`config.mk`:
```
export PLATFORM = sky130hd
export DESIGN_NAME = resource_allocator_with_timeout
export DESIGN_NICKNAME = d
export VERILOG_FILES = /design/src/sv/ralloc_pkg.sv /design/src/sv/ralloc_front.sv /design/src/sv/ralloc_back.sv /design/src/sv/ralloc_outq.sv /design/src/sv/resource_allocator_with_timeout.sv
export SDC_FILE = /design/constraint.sdc
export NUM_CORES = 1
export LEC_CHECK = 0
export ABC_AREA = 1
export BUFFER_PORTS_ARGS = -buffer_cell sky130_fd_sc_hd__clkbuf_2
export CAP_MARGIN = 30
export CORE_UTILIZATION = 56
export DETAILED_ROUTE_END_ITERATION = 16
export PLACE_DENSITY = 0.76
export SYNTH_ARGS = -nofsm -noshare
export SYNTH_HDL_FRONTEND = slang
export SYNTH_SLANG_ARGS = --single-unit
```
`constraint.sdc`:
```
create_clock -name clk -period 2.8 [get_ports clk]
set_input_delay 0.14 -clock clk [delete_from_list [all_inputs] [get_ports clk]]
set_output_delay 0.14 -clock clk [all_outputs]
set_load 0.1 [all_outputs]
```
`src/sv/ralloc_pkg.sv`:
```
// ----------------------------------------------------------------------------
// ralloc_pkg
// Shared sizes, codes, command and result types of the resource allocator.
// ----------------------------------------------------------------------------
package ralloc_pkg;

  localparam int REQUESTERS = 4;
  localparam int RESOURCES  = 2;

  localparam int REQ_IW = (REQUESTERS > 1) ? $clog2(REQUESTERS) : 1;
  localparam int RES_IW = (RESOURCES > 1) ? $clog2(RESOURCES) : 1;

  localparam int OP_W  = 2;
  localparam int REQ_W = 2;
  localparam int RES_W = 1;
  localparam int TMO_W = 8;

  // Command queue depth and result queue depth, both powers of two.
  localparam int CMDQ_DEPTH = 2;
  localparam int CMDQ_AW    = $clog2(CMDQ_DEPTH);
  localparam int OUTQ_DEPTH = 4;
  localparam int OUTQ_AW    = $clog2(OUTQ_DEPTH);

  localparam logic [OP_W-1:0] OP_REQUEST = 2'd0;
  localparam logic [OP_W-1:0] OP_RELEASE = 2'd1;
  localparam logic [OP_W-1:0] OP_TICK    = 2'd2;

  typedef logic [1:0] cmd_kind_t;
  localparam cmd_kind_t CMD_NOP  = 2'd0;
  localparam cmd_kind_t CMD_REQ  = 2'd1;
  localparam cmd_kind_t CMD_REL  = 2'd2;
  localparam cmd_kind_t CMD_TICK = 2'd3;

  localparam logic EV_GRANT   = 1'b0;
  localparam logic EV_TIMEOUT = 1'b1;

  typedef logic [REQUESTERS-1:0] req_mask_t;

  typedef struct packed {
    cmd_kind_t          kind;
    logic [REQ_IW-1:0]  req;
    logic [RES_IW-1:0]  res;
    logic [TMO_W-1:0]   tmo;
  } cmd_t;

  typedef struct packed {
    logic              kind;
    logic [REQ_W-1:0]  target;
    logic [RES_W-1:0]  res;
    logic              last;
  } result_t;

  // Index of the lowest set bit; zero when no bit is set.
  function automatic logic [REQ_IW-1:0] lowest_idx(input req_mask_t m);
    logic [REQ_IW-1:0] idx;
    idx = '0;
    for (int i = REQUESTERS - 1; i >= 0; i--) begin
      if (m[i]) idx = REQ_IW'(i);
    end
    return idx;
  endfunction

endpackage

```
`src/sv/ralloc_front.sv`:
```
// ----------------------------------------------------------------------------
// ralloc_front
// Input side: decode and range-check each item, hold it in a short queue.
// ----------------------------------------------------------------------------
module ralloc_front
  import ralloc_pkg::*;
(
  input  logic             clk,
  input  logic             rst_n,
  input  logic             in_push,
  input  logic [OP_W-1:0]  in_op,
  input  logic [REQ_W-1:0] in_requester,
  input  logic [RES_W-1:0] in_resource,
  input  logic [TMO_W-1:0] in_timeout,
  output logic             in_full,
  output logic             cmd_valid,
  output cmd_t             cmd,
  input  logic             cmd_pop
);

  cmd_t               q_r [CMDQ_DEPTH];
  logic [CMDQ_AW-1:0] wr_ptr_r, wr_ptr_nxt;
  logic [CMDQ_AW-1:0] rd_ptr_r, rd_ptr_nxt;
  logic [CMDQ_AW:0]   cnt_r, cnt_nxt;
  logic               do_push, do_pop, idx_ok;
  cmd_t               dec;

  assign in_full   = (cnt_r == (CMDQ_AW+1)'(CMDQ_DEPTH));
  assign cmd_valid = (cnt_r != '0);
  assign cmd       = q_r[rd_ptr_r];
  assign do_push   = in_push && !in_full;
  assign do_pop    = cmd_pop && cmd_valid;

  // Classify; out-of-range indexes turn a request or release into a no-op.
  always_comb begin
    idx_ok   = (32'(in_requester) < REQUESTERS) && (32'(in_resource) < RESOURCES);
    dec.req  = REQ_IW'(in_requester);
    dec.res  = RES_IW'(in_resource);
    dec.tmo  = in_timeout;
    case (in_op)
      OP_REQUEST: dec.kind = idx_ok ? CMD_REQ : CMD_NOP;
      OP_RELEASE: dec.kind = idx_ok ? CMD_REL : CMD_NOP;
      OP_TICK:    dec.kind = CMD_TICK;
      default:    dec.kind = CMD_NOP;
    endcase
  end

  always_comb begin
    wr_ptr_nxt = wr_ptr_r + CMDQ_AW'(do_push);
    rd_ptr_nxt = rd_ptr_r + CMDQ_AW'(do_pop);
    cnt_nxt    = cnt_r + (CMDQ_AW+1)'(do_push) - (CMDQ_AW+1)'(do_pop);
  end

  always_ff @(posedge clk) begin
    if (!rst_n) begin
      wr_ptr_r <= '0;
      rd_ptr_r <= '0;
      cnt_r    <= '0;
    end else begin
      wr_ptr_r <= wr_ptr_nxt;
      rd_ptr_r <= rd_ptr_nxt;
      cnt_r    <= cnt_nxt;
    end
  end

  always_ff @(posedge clk) begin
    if (do_push) begin
      q_r[wr_ptr_r] <= dec;
    end
  end

endmodule

```
`src/sv/ralloc_back.sv`:
```
// ----------------------------------------------------------------------------
// ralloc_back
// Execution side: owns holder, wait and countdown state, emits result beats.
// ----------------------------------------------------------------------------
module ralloc_back
  import ralloc_pkg::*;
(
  input  logic    clk,
  input  logic    rst_n,
  input  logic    cmd_valid,
  input  cmd_t    cmd,
  output logic    cmd_pop,
  input  logic    res_ready,
  output logic    res_valid,
  output result_t res
);

  localparam logic S_IDLE = 1'b0;
  localparam logic S_EMIT = 1'b1;

  logic                  state_r, state_nxt;
  logic [RESOURCES-1:0]  holder_busy_r, holder_busy_nxt;
  logic [REQ_IW-1:0]     holder_idx_r [RESOURCES];
  logic [REQ_IW-1:0]     holder_idx_nxt [RESOURCES];
  req_mask_t             wait_valid_r, wait_valid_nxt;
  logic [RES_IW-1:0]     wait_res_r [REQUESTERS];
  logic [RES_IW-1:0]     wait_res_nxt [REQUESTERS];
  logic [TMO_W-1:0]      countdown_r [REQUESTERS];
  logic [TMO_W-1:0]      countdown_nxt [REQUESTERS];
  req_mask_t             mask_r, mask_nxt;
  req_mask_t             on_res, fire, mask_rest;
  logic [REQ_IW-1:0]     win;

  // Waiters on the addressed resource, and waiters whose countdown ran out.
  always_comb begin
    for (int i = 0; i < REQUESTERS; i++) begin
      on_res[i] = wait_valid_r[i] && (wait_res_r[i] == cmd.res);
      fire[i]   = wait_valid_r[i] && (countdown_r[i] == '0);
    end
    mask_rest = mask_r & (mask_r - REQUESTERS'(1));
  end

  always_comb begin
    state_nxt       = state_r;
    holder_busy_nxt = holder_busy_r;
    holder_idx_nxt  = holder_idx_r;
    wait_valid_nxt  = wait_valid_r;
    wait_res_nxt    = wait_res_r;
    countdown_nxt   = countdown_r;
    mask_nxt        = mask_r;
    cmd_pop         = 1'b0;
    res_valid       = 1'b0;
    res             = '0;
    win             = '0;
    case (state_r)
      S_IDLE: begin
        if (cmd_valid) begin
          case (cmd.kind)
            CMD_REQ: begin
              if (!holder_busy_r[cmd.res]) begin
                if (res_ready) begin
                  res_valid                   = 1'b1;
                  res                         = '{EV_GRANT, REQ_W'(cmd.req),
                                                  RES_W'(cmd.res), 1'b1};
                  wait_valid_nxt[cmd.req]     = 1'b0;
                  holder_busy_nxt[cmd.res]    = 1'b1;
                  holder_idx_nxt[cmd.res]     = cmd.req;
                  cmd_pop                     = 1'b1;
                end
              end else begin
                wait_valid_nxt[cmd.req] = 1'b1;
                wait_res_nxt[cmd.req]   = cmd.res;
                countdown_nxt[cmd.req]  = cmd.tmo;
                cmd_pop                 = 1'b1;
              end
            end
            CMD_REL: begin
              if (holder_busy_r[cmd.res] && (holder_idx_r[cmd.res] == cmd.req)) begin
                if (on_res != '0) begin
                  win = lowest_idx(on_res);
                  if (res_ready) begin
                    res_valid               = 1'b1;
                    res                     = '{EV_GRANT, REQ_W'(win),
                                                RES_W'(cmd.res), 1'b1};
                    wait_valid_nxt[win]     = 1'b0;
                    countdown_nxt[win]      = '0;
                    holder_idx_nxt[cmd.res] = win;
                    cmd_pop                 = 1'b1;
                  end
                end else begin
                  holder_busy_nxt[cmd.res] = 1'b0;
                  cmd_pop                  = 1'b1;
                end
              end else begin
                cmd_pop = 1'b1;
              end
            end
            CMD_TICK: begin
              for (int i = 0; i < REQUESTERS; i++) begin
                if (countdown_r[i] != '0) countdown_nxt[i] = countdown_r[i] - TMO_W'(1);
              end
              wait_valid_nxt = wait_valid_r & ~fire;
              if (fire != '0) begin
                mask_nxt  = fire;
                state_nxt = S_EMIT;
              end
              cmd_pop = 1'b1;
            end
            default: begin
              cmd_pop = 1'b1;
            end
          endcase
        end
      end
      S_EMIT: begin
        // Emit timed-out waiters lowest index first, one beat a cycle while res_ready is high.
        win = lowest_idx(mask_r);
        if (res_ready) begin
          res_valid = 1'b1;
          res       = '{EV_TIMEOUT, REQ_W'(win), RES_W'(wait_res_r[win]),
                        (mask_rest == '0)};
          mask_nxt  = mask_rest;
          if (mask_rest == '0) state_nxt = S_IDLE;
        end
      end
      default: begin
        state_nxt = S_IDLE;
      end
    endcase
  end

  always_ff @(posedge clk) begin
    if (!rst_n) begin
      state_r       <= S_IDLE;
      holder_busy_r <= '0;
      wait_valid_r  <= '0;
      mask_r        <= '0;
      for (int i = 0; i < REQUESTERS; i++) begin
        wait_res_r[i]  <= '0;
        countdown_r[i] <= '0;
      end
      for (int j = 0; j < RESOURCES; j++) begin
        holder_idx_r[j] <= '0;
      end
    end else begin
      state_r       <= state_nxt;
      holder_busy_r <= holder_busy_nxt;
      wait_valid_r  <= wait_valid_nxt;
      mask_r        <= mask_nxt;
      wait_res_r    <= wait_res_nxt;
      countdown_r   <= countdown_nxt;
      holder_idx_r  <= holder_idx_nxt;
    end
  end

`ifndef NO_ASSERTIONS
  a_emit_mask_live: assert property (@(posedge clk) disable iff (!rst_n)
    (state_r == S_EMIT) |-> (mask_r != '0))
    else $error("timeout emit phase with nothing pending");

  a_fired_not_waiting: assert property (@(posedge clk) disable iff (!rst_n)
    (state_r == S_EMIT) |-> ((mask_r & wait_valid_r) == '0))
    else $error("timed-out requester still marked waiting");

  a_last_ends_item: assert property (@(posedge clk) disable iff (!rst_n)
    (res_valid && res_ready && res.last) |=> (state_r == S_IDLE))
    else $error("final beat did not return sequencer to idle");

  a_no_pop_in_emit: assert property (@(posedge clk) disable iff (!rst_n)
    (state_r == S_EMIT) |-> !cmd_pop)
    else $error("command taken while timeout beats pending");
`endif

endmodule

```
`src/sv/ralloc_outq.sv`:
```
// ----------------------------------------------------------------------------
// ralloc_outq
// Result queue: buffers result beats until the consumer pops them.
// ----------------------------------------------------------------------------
module ralloc_outq
  import ralloc_pkg::*;
(
  input  logic    clk,
  input  logic    rst_n,
  input  logic    push,
  input  result_t din,
  output logic    full,
  output logic    empty,
  input  logic    pop,
  output result_t dout
);

  result_t            q_r [OUTQ_DEPTH];
  logic [OUTQ_AW-1:0] wr_ptr_r, rd_ptr_r;
  logic [OUTQ_AW:0]   cnt_r;
  logic               do_push, do_pop;

  assign full    = (cnt_r == (OUTQ_AW+1)'(OUTQ_DEPTH));
  assign empty   = (cnt_r == '0);
  assign dout    = q_r[rd_ptr_r];
  assign do_push = push && !full;
  assign do_pop  = pop && !empty;

  always_ff @(posedge clk) begin
    if (!rst_n) begin
      wr_ptr_r <= '0;
      rd_ptr_r <= '0;
      cnt_r    <= '0;
    end else begin
      wr_ptr_r <= wr_ptr_r + OUTQ_AW'(do_push);
      rd_ptr_r <= rd_ptr_r + OUTQ_AW'(do_pop);
      cnt_r    <= cnt_r + (OUTQ_AW+1)'(do_push) - (OUTQ_AW+1)'(do_pop);
    end
  end

  always_ff @(posedge clk) begin
    if (do_push) begin
      q_r[wr_ptr_r] <= din;
    end
  end

endmodule

```
`src/sv/resource_allocator_with_timeout.sv`:
```
// ----------------------------------------------------------------------------
// resource_allocator_with_timeout
// Shares a few resources among requesters, with timed-out waits.
// ----------------------------------------------------------------------------
// Items enter through a push/full queue port and results leave through an
// empty/pop queue port. An item is a request, a release or a tick. A request
// for a free resource yields one grant beat; for a held resource the
// requester waits with its countdown loaded from the timeout field. A release
// by the holder hands the resource to the lowest-numbered waiter on it (one
// grant beat) or frees it. A tick decrements every nonzero countdown and
// wakes each waiter whose countdown was already zero, one timeout beat each
// in rising requester order. The last beat of an item carries last=1; items
// that cause nothing produce no beat. A two-entry command queue decouples
// the decode front from the execution sequencer, and a four-entry result
// queue decouples the sequencer from the consumer. The sequencer handles a
// request, release or quiet tick in its idle state; a tick that wakes
// waiters moves it to an emit state, which writes one timeout beat per cycle
// into the result queue while it is not full. The sequencer stalls only when
// the result queue is full. No clearing pass is needed after reset.
// ----------------------------------------------------------------------------
module resource_allocator_with_timeout
  import ralloc_pkg::*;
(
  input  logic             clk,
  input  logic             rst_n,
  input  logic             in_push,
  output logic             in_full,
  input  logic [OP_W-1:0]  in_op,
  input  logic [REQ_W-1:0] in_requester,
  input  logic [RES_W-1:0] in_resource,
  input  logic [TMO_W-1:0] in_timeout,
  output logic             out_empty,
  input  logic             out_pop,
  output logic             out_event_kind,
  output logic [REQ_W-1:0] out_target,
  output logic [RES_W-1:0] out_event_resource,
  output logic             out_last
);

  logic    cmd_valid, cmd_pop;
  cmd_t    cmd;
  logic    res_valid, outq_full;
  result_t res, head;

  // Front: decode, range check, command queue.
  ralloc_front u_front (
    .clk          (clk),
    .rst_n        (rst_n),
    .in_push      (in_push),
    .in_op        (in_op),
    .in_requester (in_requester),
    .in_resource  (in_resource),
    .in_timeout   (in_timeout),
    .in_full      (in_full),
    .cmd_valid    (cmd_valid),
    .cmd          (cmd),
    .cmd_pop      (cmd_pop)
  );

  // Back: allocation state and result sequencing; hold while results back up.
  ralloc_back u_back (
    .clk       (clk),
    .rst_n     (rst_n),
    .cmd_valid (cmd_valid),
    .cmd       (cmd),
    .cmd_pop   (cmd_pop),
    .res_ready (!outq_full),
    .res_valid (res_valid),
    .res       (res)
  );

  // Result queue toward the consumer.
  ralloc_outq u_outq (
    .clk   (clk),
    .rst_n (rst_n),
    .push  (res_valid),
    .din   (res),
    .full  (outq_full),
    .empty (out_empty),
    .pop   (out_pop),
    .dout  (head)
  );

  assign out_event_kind     = head.kind;
  assign out_target         = head.target;
  assign out_event_resource = head.res;
  assign out_last           = head.last;

endmodule
```
==> flow_summary.html <==
<table>
<tr><th>Metric</th><th>Value</th></tr>
<tr><th colspan="2">Run status</th></tr>
<tr><td>Status</td><td>completed</td></tr>
<tr><th colspan="2">Die</th></tr>
<tr><td>Die footprint</td><td>11850 um2</td></tr>
<tr><td>Die extent in y</td><td>108.9 um</td></tr>
<tr><td>Core Area</td><td>10980 um2</td></tr>
<tr><td>Die Span X</td><td>108.9 um</td></tr>
<tr><td>Io pins</td><td>24</td></tr>
<tr><td>Effective utilization at floorplan</td><td>58.23%</td></tr>
<tr><td>Row cnt</td><td>38</td></tr>
<tr><th colspan="2">Power</th></tr>
<tr><td>Static Leakage</td><td>about 3.3 nW</td></tr>
<tr><td>Fraction of power consumed by the clock network</td><td>13.1%</td></tr>
<tr><td>Sequential Power Share</td><td>25.5%</td></tr>
<tr><td>Share of power burned in combinational logic</td><td>61.4%</td></tr>
<tr><td>Power Internal</td><td>4.530 mW</td></tr>
<tr><td>Switching fraction of total power</td><td>51.29%</td></tr>
<tr><td>Power density over cell area</td><td>1283 nW/um2</td></tr>
<tr><td>Switch Pwr</td><td>around 4.8 mW</td></tr>
<tr><td>Maximum vdd drop</td><td>0.0007462 V</td></tr>
<tr><th colspan="2">Global routing</th></tr>
<tr><td>Tot GR Track Use</td><td>27.90%</td></tr>
<tr><td>Pin count of the biggest net entering global routing</td><td>47</td></tr>
<tr><td>Total gr overflow</td><td>0</td></tr>
<tr><td>Initial antenna violation count</td><td>0</td></tr>
<tr><td>First-pass GRT wire length</td><td>25540 um</td></tr>
<tr><td>Vias in the first global route</td><td>5431</td></tr>
<tr><th colspan="2">Timing</th></tr>
<tr><td>Clock period minus worst slack</td><td>between 2 and 3 ns</td></tr>
<tr><td>Transition time at the pin with the least slew margin</td><td>roughly 0.85 ns</td></tr>
<tr><td>Final period util</td><td>94.00%</td></tr>
<tr><td>Hold slack final</td><td>0.1784 ns</td></tr>
<tr><td>Final Max Tran Viols</td><td>0</td></tr>
<tr><td>Count of endpoints failing setup in the final report</td><td>0</td></tr>
<tr><td>Maximum operating frequency</td><td>roughly 0.38 GHz</td></tr>
<tr><td>Final total negative setup slack</td><td>0 ns</td></tr>
<tr><td>Slew margin rel.</td><td>between 40% and 50%</td></tr>
<tr><td>Final setup skew</td><td>0.01202 ns</td></tr>
<tr><td>Endpoints failing hold</td><td>0</td></tr>
<tr><th colspan="2">Clocking</th></tr>
<tr><td>Post-CTS clock slew at the launch and capture registers of the worst setup and hold paths</td><td>0.08 ns</td></tr>
<tr><td>Clk buf depth</td><td>2</td></tr>
<tr><td>Root Driver</td><td>sky130_fd_sc_hd__clkbuf_16</td></tr>
<tr><td>Count of clock tree sinks</td><td>109</td></tr>
<tr><td>Clock latency on the worst-skew pair</td><td>0.36 ns</td></tr>
<tr><td>H-tree Lvls</td><td>3</td></tr>
<tr><td>Clock tree from TritonCTS</td><td>built</td></tr>
<tr><td>Number of buffers created by CTS</td><td>9</td></tr>
<tr><th colspan="2">Critical path</th></tr>
<tr><td>Endpoint class of the critical path</td><td>register</td></tr>
<tr><td>Critical path peak fanout</td><td>9</td></tr>
<tr><td>Critical path, cell by cell</td><td>buf_12 -&gt; nand2_4 -&gt; nand2_4 -&gt; buf_12 -&gt; o21ai_4 -&gt; nand2_1 -&gt; nor2_1 -&gt; nand2_1 -&gt; nand2_1 -&gt; nand3_1 -&gt; nand2_2 -&gt; inv_1 -&gt; ha_1 -&gt; inv_1 -&gt; ha_1 -&gt; xor2_2 -&gt; o21ai_1 -&gt; a21oi_1</td></tr>
<tr><td>Delay of the slowest critical-path stage</td><td>0.37 ns</td></tr>
<tr><td>Startpoint type of the worst setup path</td><td>register</td></tr>
<tr><td>Most numerous cell on the critical path</td><td>sky130_fd_sc_hd__nand2_1</td></tr>
<tr><td>Data arrival time of the worst path</td><td>2.88 ns</td></tr>
<tr><td>Startpoint-to-endpoint class of the critical path</td><td>reg -&gt; reg</td></tr>
<tr><td>CP Buf/Inv Count</td><td>4</td></tr>
<tr><td>Cell type of the slowest stage on the worst timing path</td><td>sky130_fd_sc_hd__dfxtp_4</td></tr>
<tr><td>Kind of cell adding the most delay to the critical path</td><td>simple AND/OR/NAND/NOR gates</td></tr>
<tr><td>Crit path required time</td><td>~3.1 ns</td></tr>
<tr><th colspan="2">Cells and area</th></tr>
<tr><td>Finished Core Util</td><td>65.99%</td></tr>
<tr><td>Fraction of final layout cells sized beyond drive strength 1</td><td>11.23%</td></tr>
<tr><td>Area Overhead vs Synth</td><td>13.34%</td></tr>
<tr><td>Count of nets after finishing</td><td>1003</td></tr>
<tr><td>Final instance count without filler cells</td><td>1111</td></tr>
<tr><td>Final design area excluding fillers</td><td>7248 um2</td></tr>
<tr><td>Number of antenna repair diodes</td><td>0</td></tr>
<tr><th colspan="2">Placed design</th></tr>
<tr><td>Half-perimeter wire length of the detailed placement result</td><td>10510 um</td></tr>
<tr><td>Routability cong.</td><td>between 0.9 and 1</td></tr>
<tr><td>Dpl cells</td><td>1080</td></tr>
<tr><td>Post-detailed-placement cell area</td><td>6756 um2</td></tr>
<tr><td>Port buffer count</td><td>23</td></tr>
<tr><th colspan="2">Yosys</th></tr>
<tr><td>EDFF count, synth</td><td>46</td></tr>
<tr><td>Dominant combinational cell family by area after synthesis</td><td>simple AND/OR/NAND/NOR gates</td></tr>
<tr><td>Distinct cell type count of the synthesized netlist</td><td>38</td></tr>
<tr><td>Commonest register cell after synthesis</td><td>sky130_fd_sc_hd__dfxtp_1</td></tr>
<tr><td>Nets in the synthesized netlist</td><td>~950</td></tr>
<tr><td>Leading post-synthesis cells by cell area</td><td>sky130_fd_sc_hd__edfxtp_1, sky130_fd_sc_hd__dfxtp_1, sky130_fd_sc_hd__nand2_1</td></tr>
<tr><td>Summed instance area of the synthesized netlist</td><td>between 6000 and 7000 um2</td></tr>
<tr><td>Share of the synthesized area in the top cell type</td><td>21.60%</td></tr>
<tr><td>Simple-gate share of the synthesized area</td><td>33.63%</td></tr>
<tr><td>Post-synthesis share of cell area spent on xor and xnor gates</td><td>0.6848%</td></tr>
<tr><td>Post-synthesis sequential area ratio</td><td>41.32%</td></tr>
<tr><td>Gate count of the mapped netlist</td><td>916</td></tr>
<tr><td>Mux contribution to synthesized area</td><td>0%</td></tr>
<tr><td>Adder-cell share of the synthesized area</td><td>4.031%</td></tr>
<tr><td>Mean area per synthesized cell</td><td>6.981 um2</td></tr>
<tr><td>Flip-flop and latch count after synthesis</td><td>109</td></tr>
<tr><td>Synth warn</td><td>0</td></tr>
<tr><td>Proportion of register bits with asynchronous set or reset after synthesis</td><td>0%</td></tr>
<tr><td>Cell accounting for the most synthesized area</td><td>sky130_fd_sc_hd__edfxtp_1</td></tr>
<tr><td>Synth Area in Compound Gates</td><td>11.23%</td></tr>
<tr><th colspan="2">Route</th></tr>
<tr><td>Remaining design rule violation count</td><td>0</td></tr>
<tr><td>Number of violations reported at the end of detailed-routing iteration 0</td><td>644</td></tr>
<tr><td>Post-DR wirelength/cell</td><td>~14 um</td></tr>
<tr><td>Vias per std cell</td><td>about 5.5</td></tr>
<tr><td>DR vias</td><td>just over 6000</td></tr>
<tr><td>Antenna Violating Nets Remaining</td><td>0</td></tr>
<tr><td>Total Wirelength</td><td>around 15000 um</td></tr>
<tr><td>Detailed Routing Iterations Pass 1</td><td>6</td></tr>
<tr><th colspan="2">Worst hold path</th></tr>
<tr><td>Start point of the worst min-delay path</td><td>in_op[1]</td></tr>
<tr><td>Class of the worst hold path</td><td>in -&gt; reg</td></tr>
<tr><th colspan="2">Run</th></tr>
<tr><td>Max-Cap Viols</td><td>0</td></tr>
</table>
worst register-to-register path: stages, from the launching register on:
cell and delay (ns):
sky130_fd_sc_hd__dfxtp_4 0.37, sky130_fd_sc_hd__buf_12 0.14, sky130_fd_sc_hd__nand2_4 0.11, sky130_fd_sc_hd__nand2_4 0.09, sky130_fd_sc_hd__buf_12 0.15, sky130_fd_sc_hd__o21ai_4 0.21, sky130_fd_sc_hd__nand2_1 0.08, sky130_fd_sc_hd__nor2_1 0.09
sky130_fd_sc_hd__nand2_1 0.08, sky130_fd_sc_hd__nand2_1 0.10, sky130_fd_sc_hd__nand3_1 0.10, sky130_fd_sc_hd__nand2_2 0.10, sky130_fd_sc_hd__inv_1 0.05, sky130_fd_sc_hd__ha_1 0.26, sky130_fd_sc_hd__inv_1 0.04, sky130_fd_sc_hd__ha_1 0.22
sky130_fd_sc_hd__xor2_2 0.18, sky130_fd_sc_hd__o21ai_1 0.11, sky130_fd_sc_hd__a21oi_1 0.05
per-stage QoR:
stage	setup slack (ns)	power, mW
2_1_floorplan	0.01533	6.520
3_3_place_gp	0.1614	7.777
3_5_place_dp	0.06780	7.812
4_1_cts	0.05411	9.040
5_1_grt	-0.04453	10.13
6_report	0.1679	9.300
layer usage:
metal / GRT usage, % / vias to the layer above / wire [um]
met3: 6.635 / 38 / 1101
li1: - / 3073 / -
met4: 9.846 / 0 / 312
met5: 0 / - / 0
met2: 45.01 / 244 / 7189
met1: 36.44 / 2760 / 6765
kinds of logic after synthesis:
| kind of cell | after synthesis |
|---|---|
| buf+inv | 146 |
| flops | 109 |
| xor+xnor | 5 |
| fa+ha+maj | 20 |
| simple gates | 502 |
| compound gates | 134 |
synthesized netlist by cell type, types with 3 or more instances:
cell type,number
sky130_fd_sc_hd__a21oi_1,53
sky130_fd_sc_hd__a31oi_1,4
sky130_fd_sc_hd__buf_4,3
sky130_fd_sc_hd__buf_6,3
sky130_fd_sc_hd__clkbuf_1,15
sky130_fd_sc_hd__clkinv_1,3
sky130_fd_sc_hd__dfxtp_1,63
sky130_fd_sc_hd__edfxtp_1,46
sky130_fd_sc_hd__ha_1,19
sky130_fd_sc_hd__inv_1,117
sky130_fd_sc_hd__inv_2,3
sky130_fd_sc_hd__nand2_1,216
sky130_fd_sc_hd__nand2_2,6
sky130_fd_sc_hd__nand2_4,3
sky130_fd_sc_hd__nand3_1,86
sky130_fd_sc_hd__nand4_1,12
sky130_fd_sc_hd__nor2_1,142
sky130_fd_sc_hd__nor2_2,7
sky130_fd_sc_hd__nor3_1,19
sky130_fd_sc_hd__o21ai_0,58
sky130_fd_sc_hd__o22ai_1,8
sky130_fd_sc_hd__or2_2,7
sky130_fd_sc_hd__xor2_1,3
state kept, by name, indices dropped and copies added, names as in the netlist, named ones only:
register             flops
u_outq.rd_ptr_r          2
u_outq.q_r              20
u_front.rd_ptr_r         1
u_back.wait_res_r        4
u_back.state_r           1
u_front.wr_ptr_r         1
u_outq.wr_ptr_r          2
u_front.cnt_r            2
u_front.q_r             26
u_back.mask_r            4
u_outq.cnt_r             3
u_back.holder_idx_r      4
u_back.countdown_r      32
layout make-up:
type                            count  area, um2
Clock buffer                       10      229.0
Clock inverter                      6      46.29
Fill cell                         976       3735
Inverter                          123      464.2
Multi-Input combinational cell    661       3227
Sequential cell                   109       2646
Tap cell                          140      175.2
Timing Repair Buffer               62      460.4
power groups by stage:
stage / Clock [mW] / Combinational, mW / Sequential [mW]
3_5_place_dp: 0 / 5.43 / 2.38
3_3_place_gp: 0 / 5.40 / 2.38
6_report: 1.22 / 5.71 / 2.37
2_1_floorplan: 0 / 4.23 / 2.29
5_1_grt: 1.31 / 6.40 / 2.42
4_1_cts: 1.23 / 5.47 / 2.35
cell usage in the layout (no fill, tap or decap), drive strengths merged, types with 2 or more instances in the layout:
| cell | count |
|---|---|
| o21ai | 61 |
| inv | 122 |
| clkinvlp | 2 |
| a21oi | 53 |
| nor2 | 150 |
| dfxtp | 63 |
| nand3 | 87 |
| o221ai | 2 |
| nor3 | 20 |
| ha | 19 |
| xor2 | 3 |
| nand2 | 225 |
| or2 | 7 |
| dlygate4sd3 | 11 |
| xnor2 | 2 |
| a31oi | 4 |
| clkbuf | 33 |
| buf | 28 |
| o22ai | 8 |
| o211ai | 2 |
| nand4 | 12 |
| edfxtp | 46 |
| clkinv | 5 |
final timing paths:
path / endpoint / slack, ns / cells after the start
worst max-delay path: u_front.cnt_r[1] / 0.17 / 18
worst min-delay path: u_front.q_r[1][12] / 0.18 / 3
worst max register to register: u_front.cnt_r[1] / 0.17 / 18
worst min register to register: u_back.countdown_r[0] / 0.47 / 2
repair_timing:
item                                   4_1_cts  5_1_grt
setup endpoints to repair                    0       26
hold buffers                                11        0
gates resized for setup                      0       21
buffers inserted                             0        4
endpoints found under the hold margin       22        0
No activity file was read; power rests on OpenSTA's default activity.
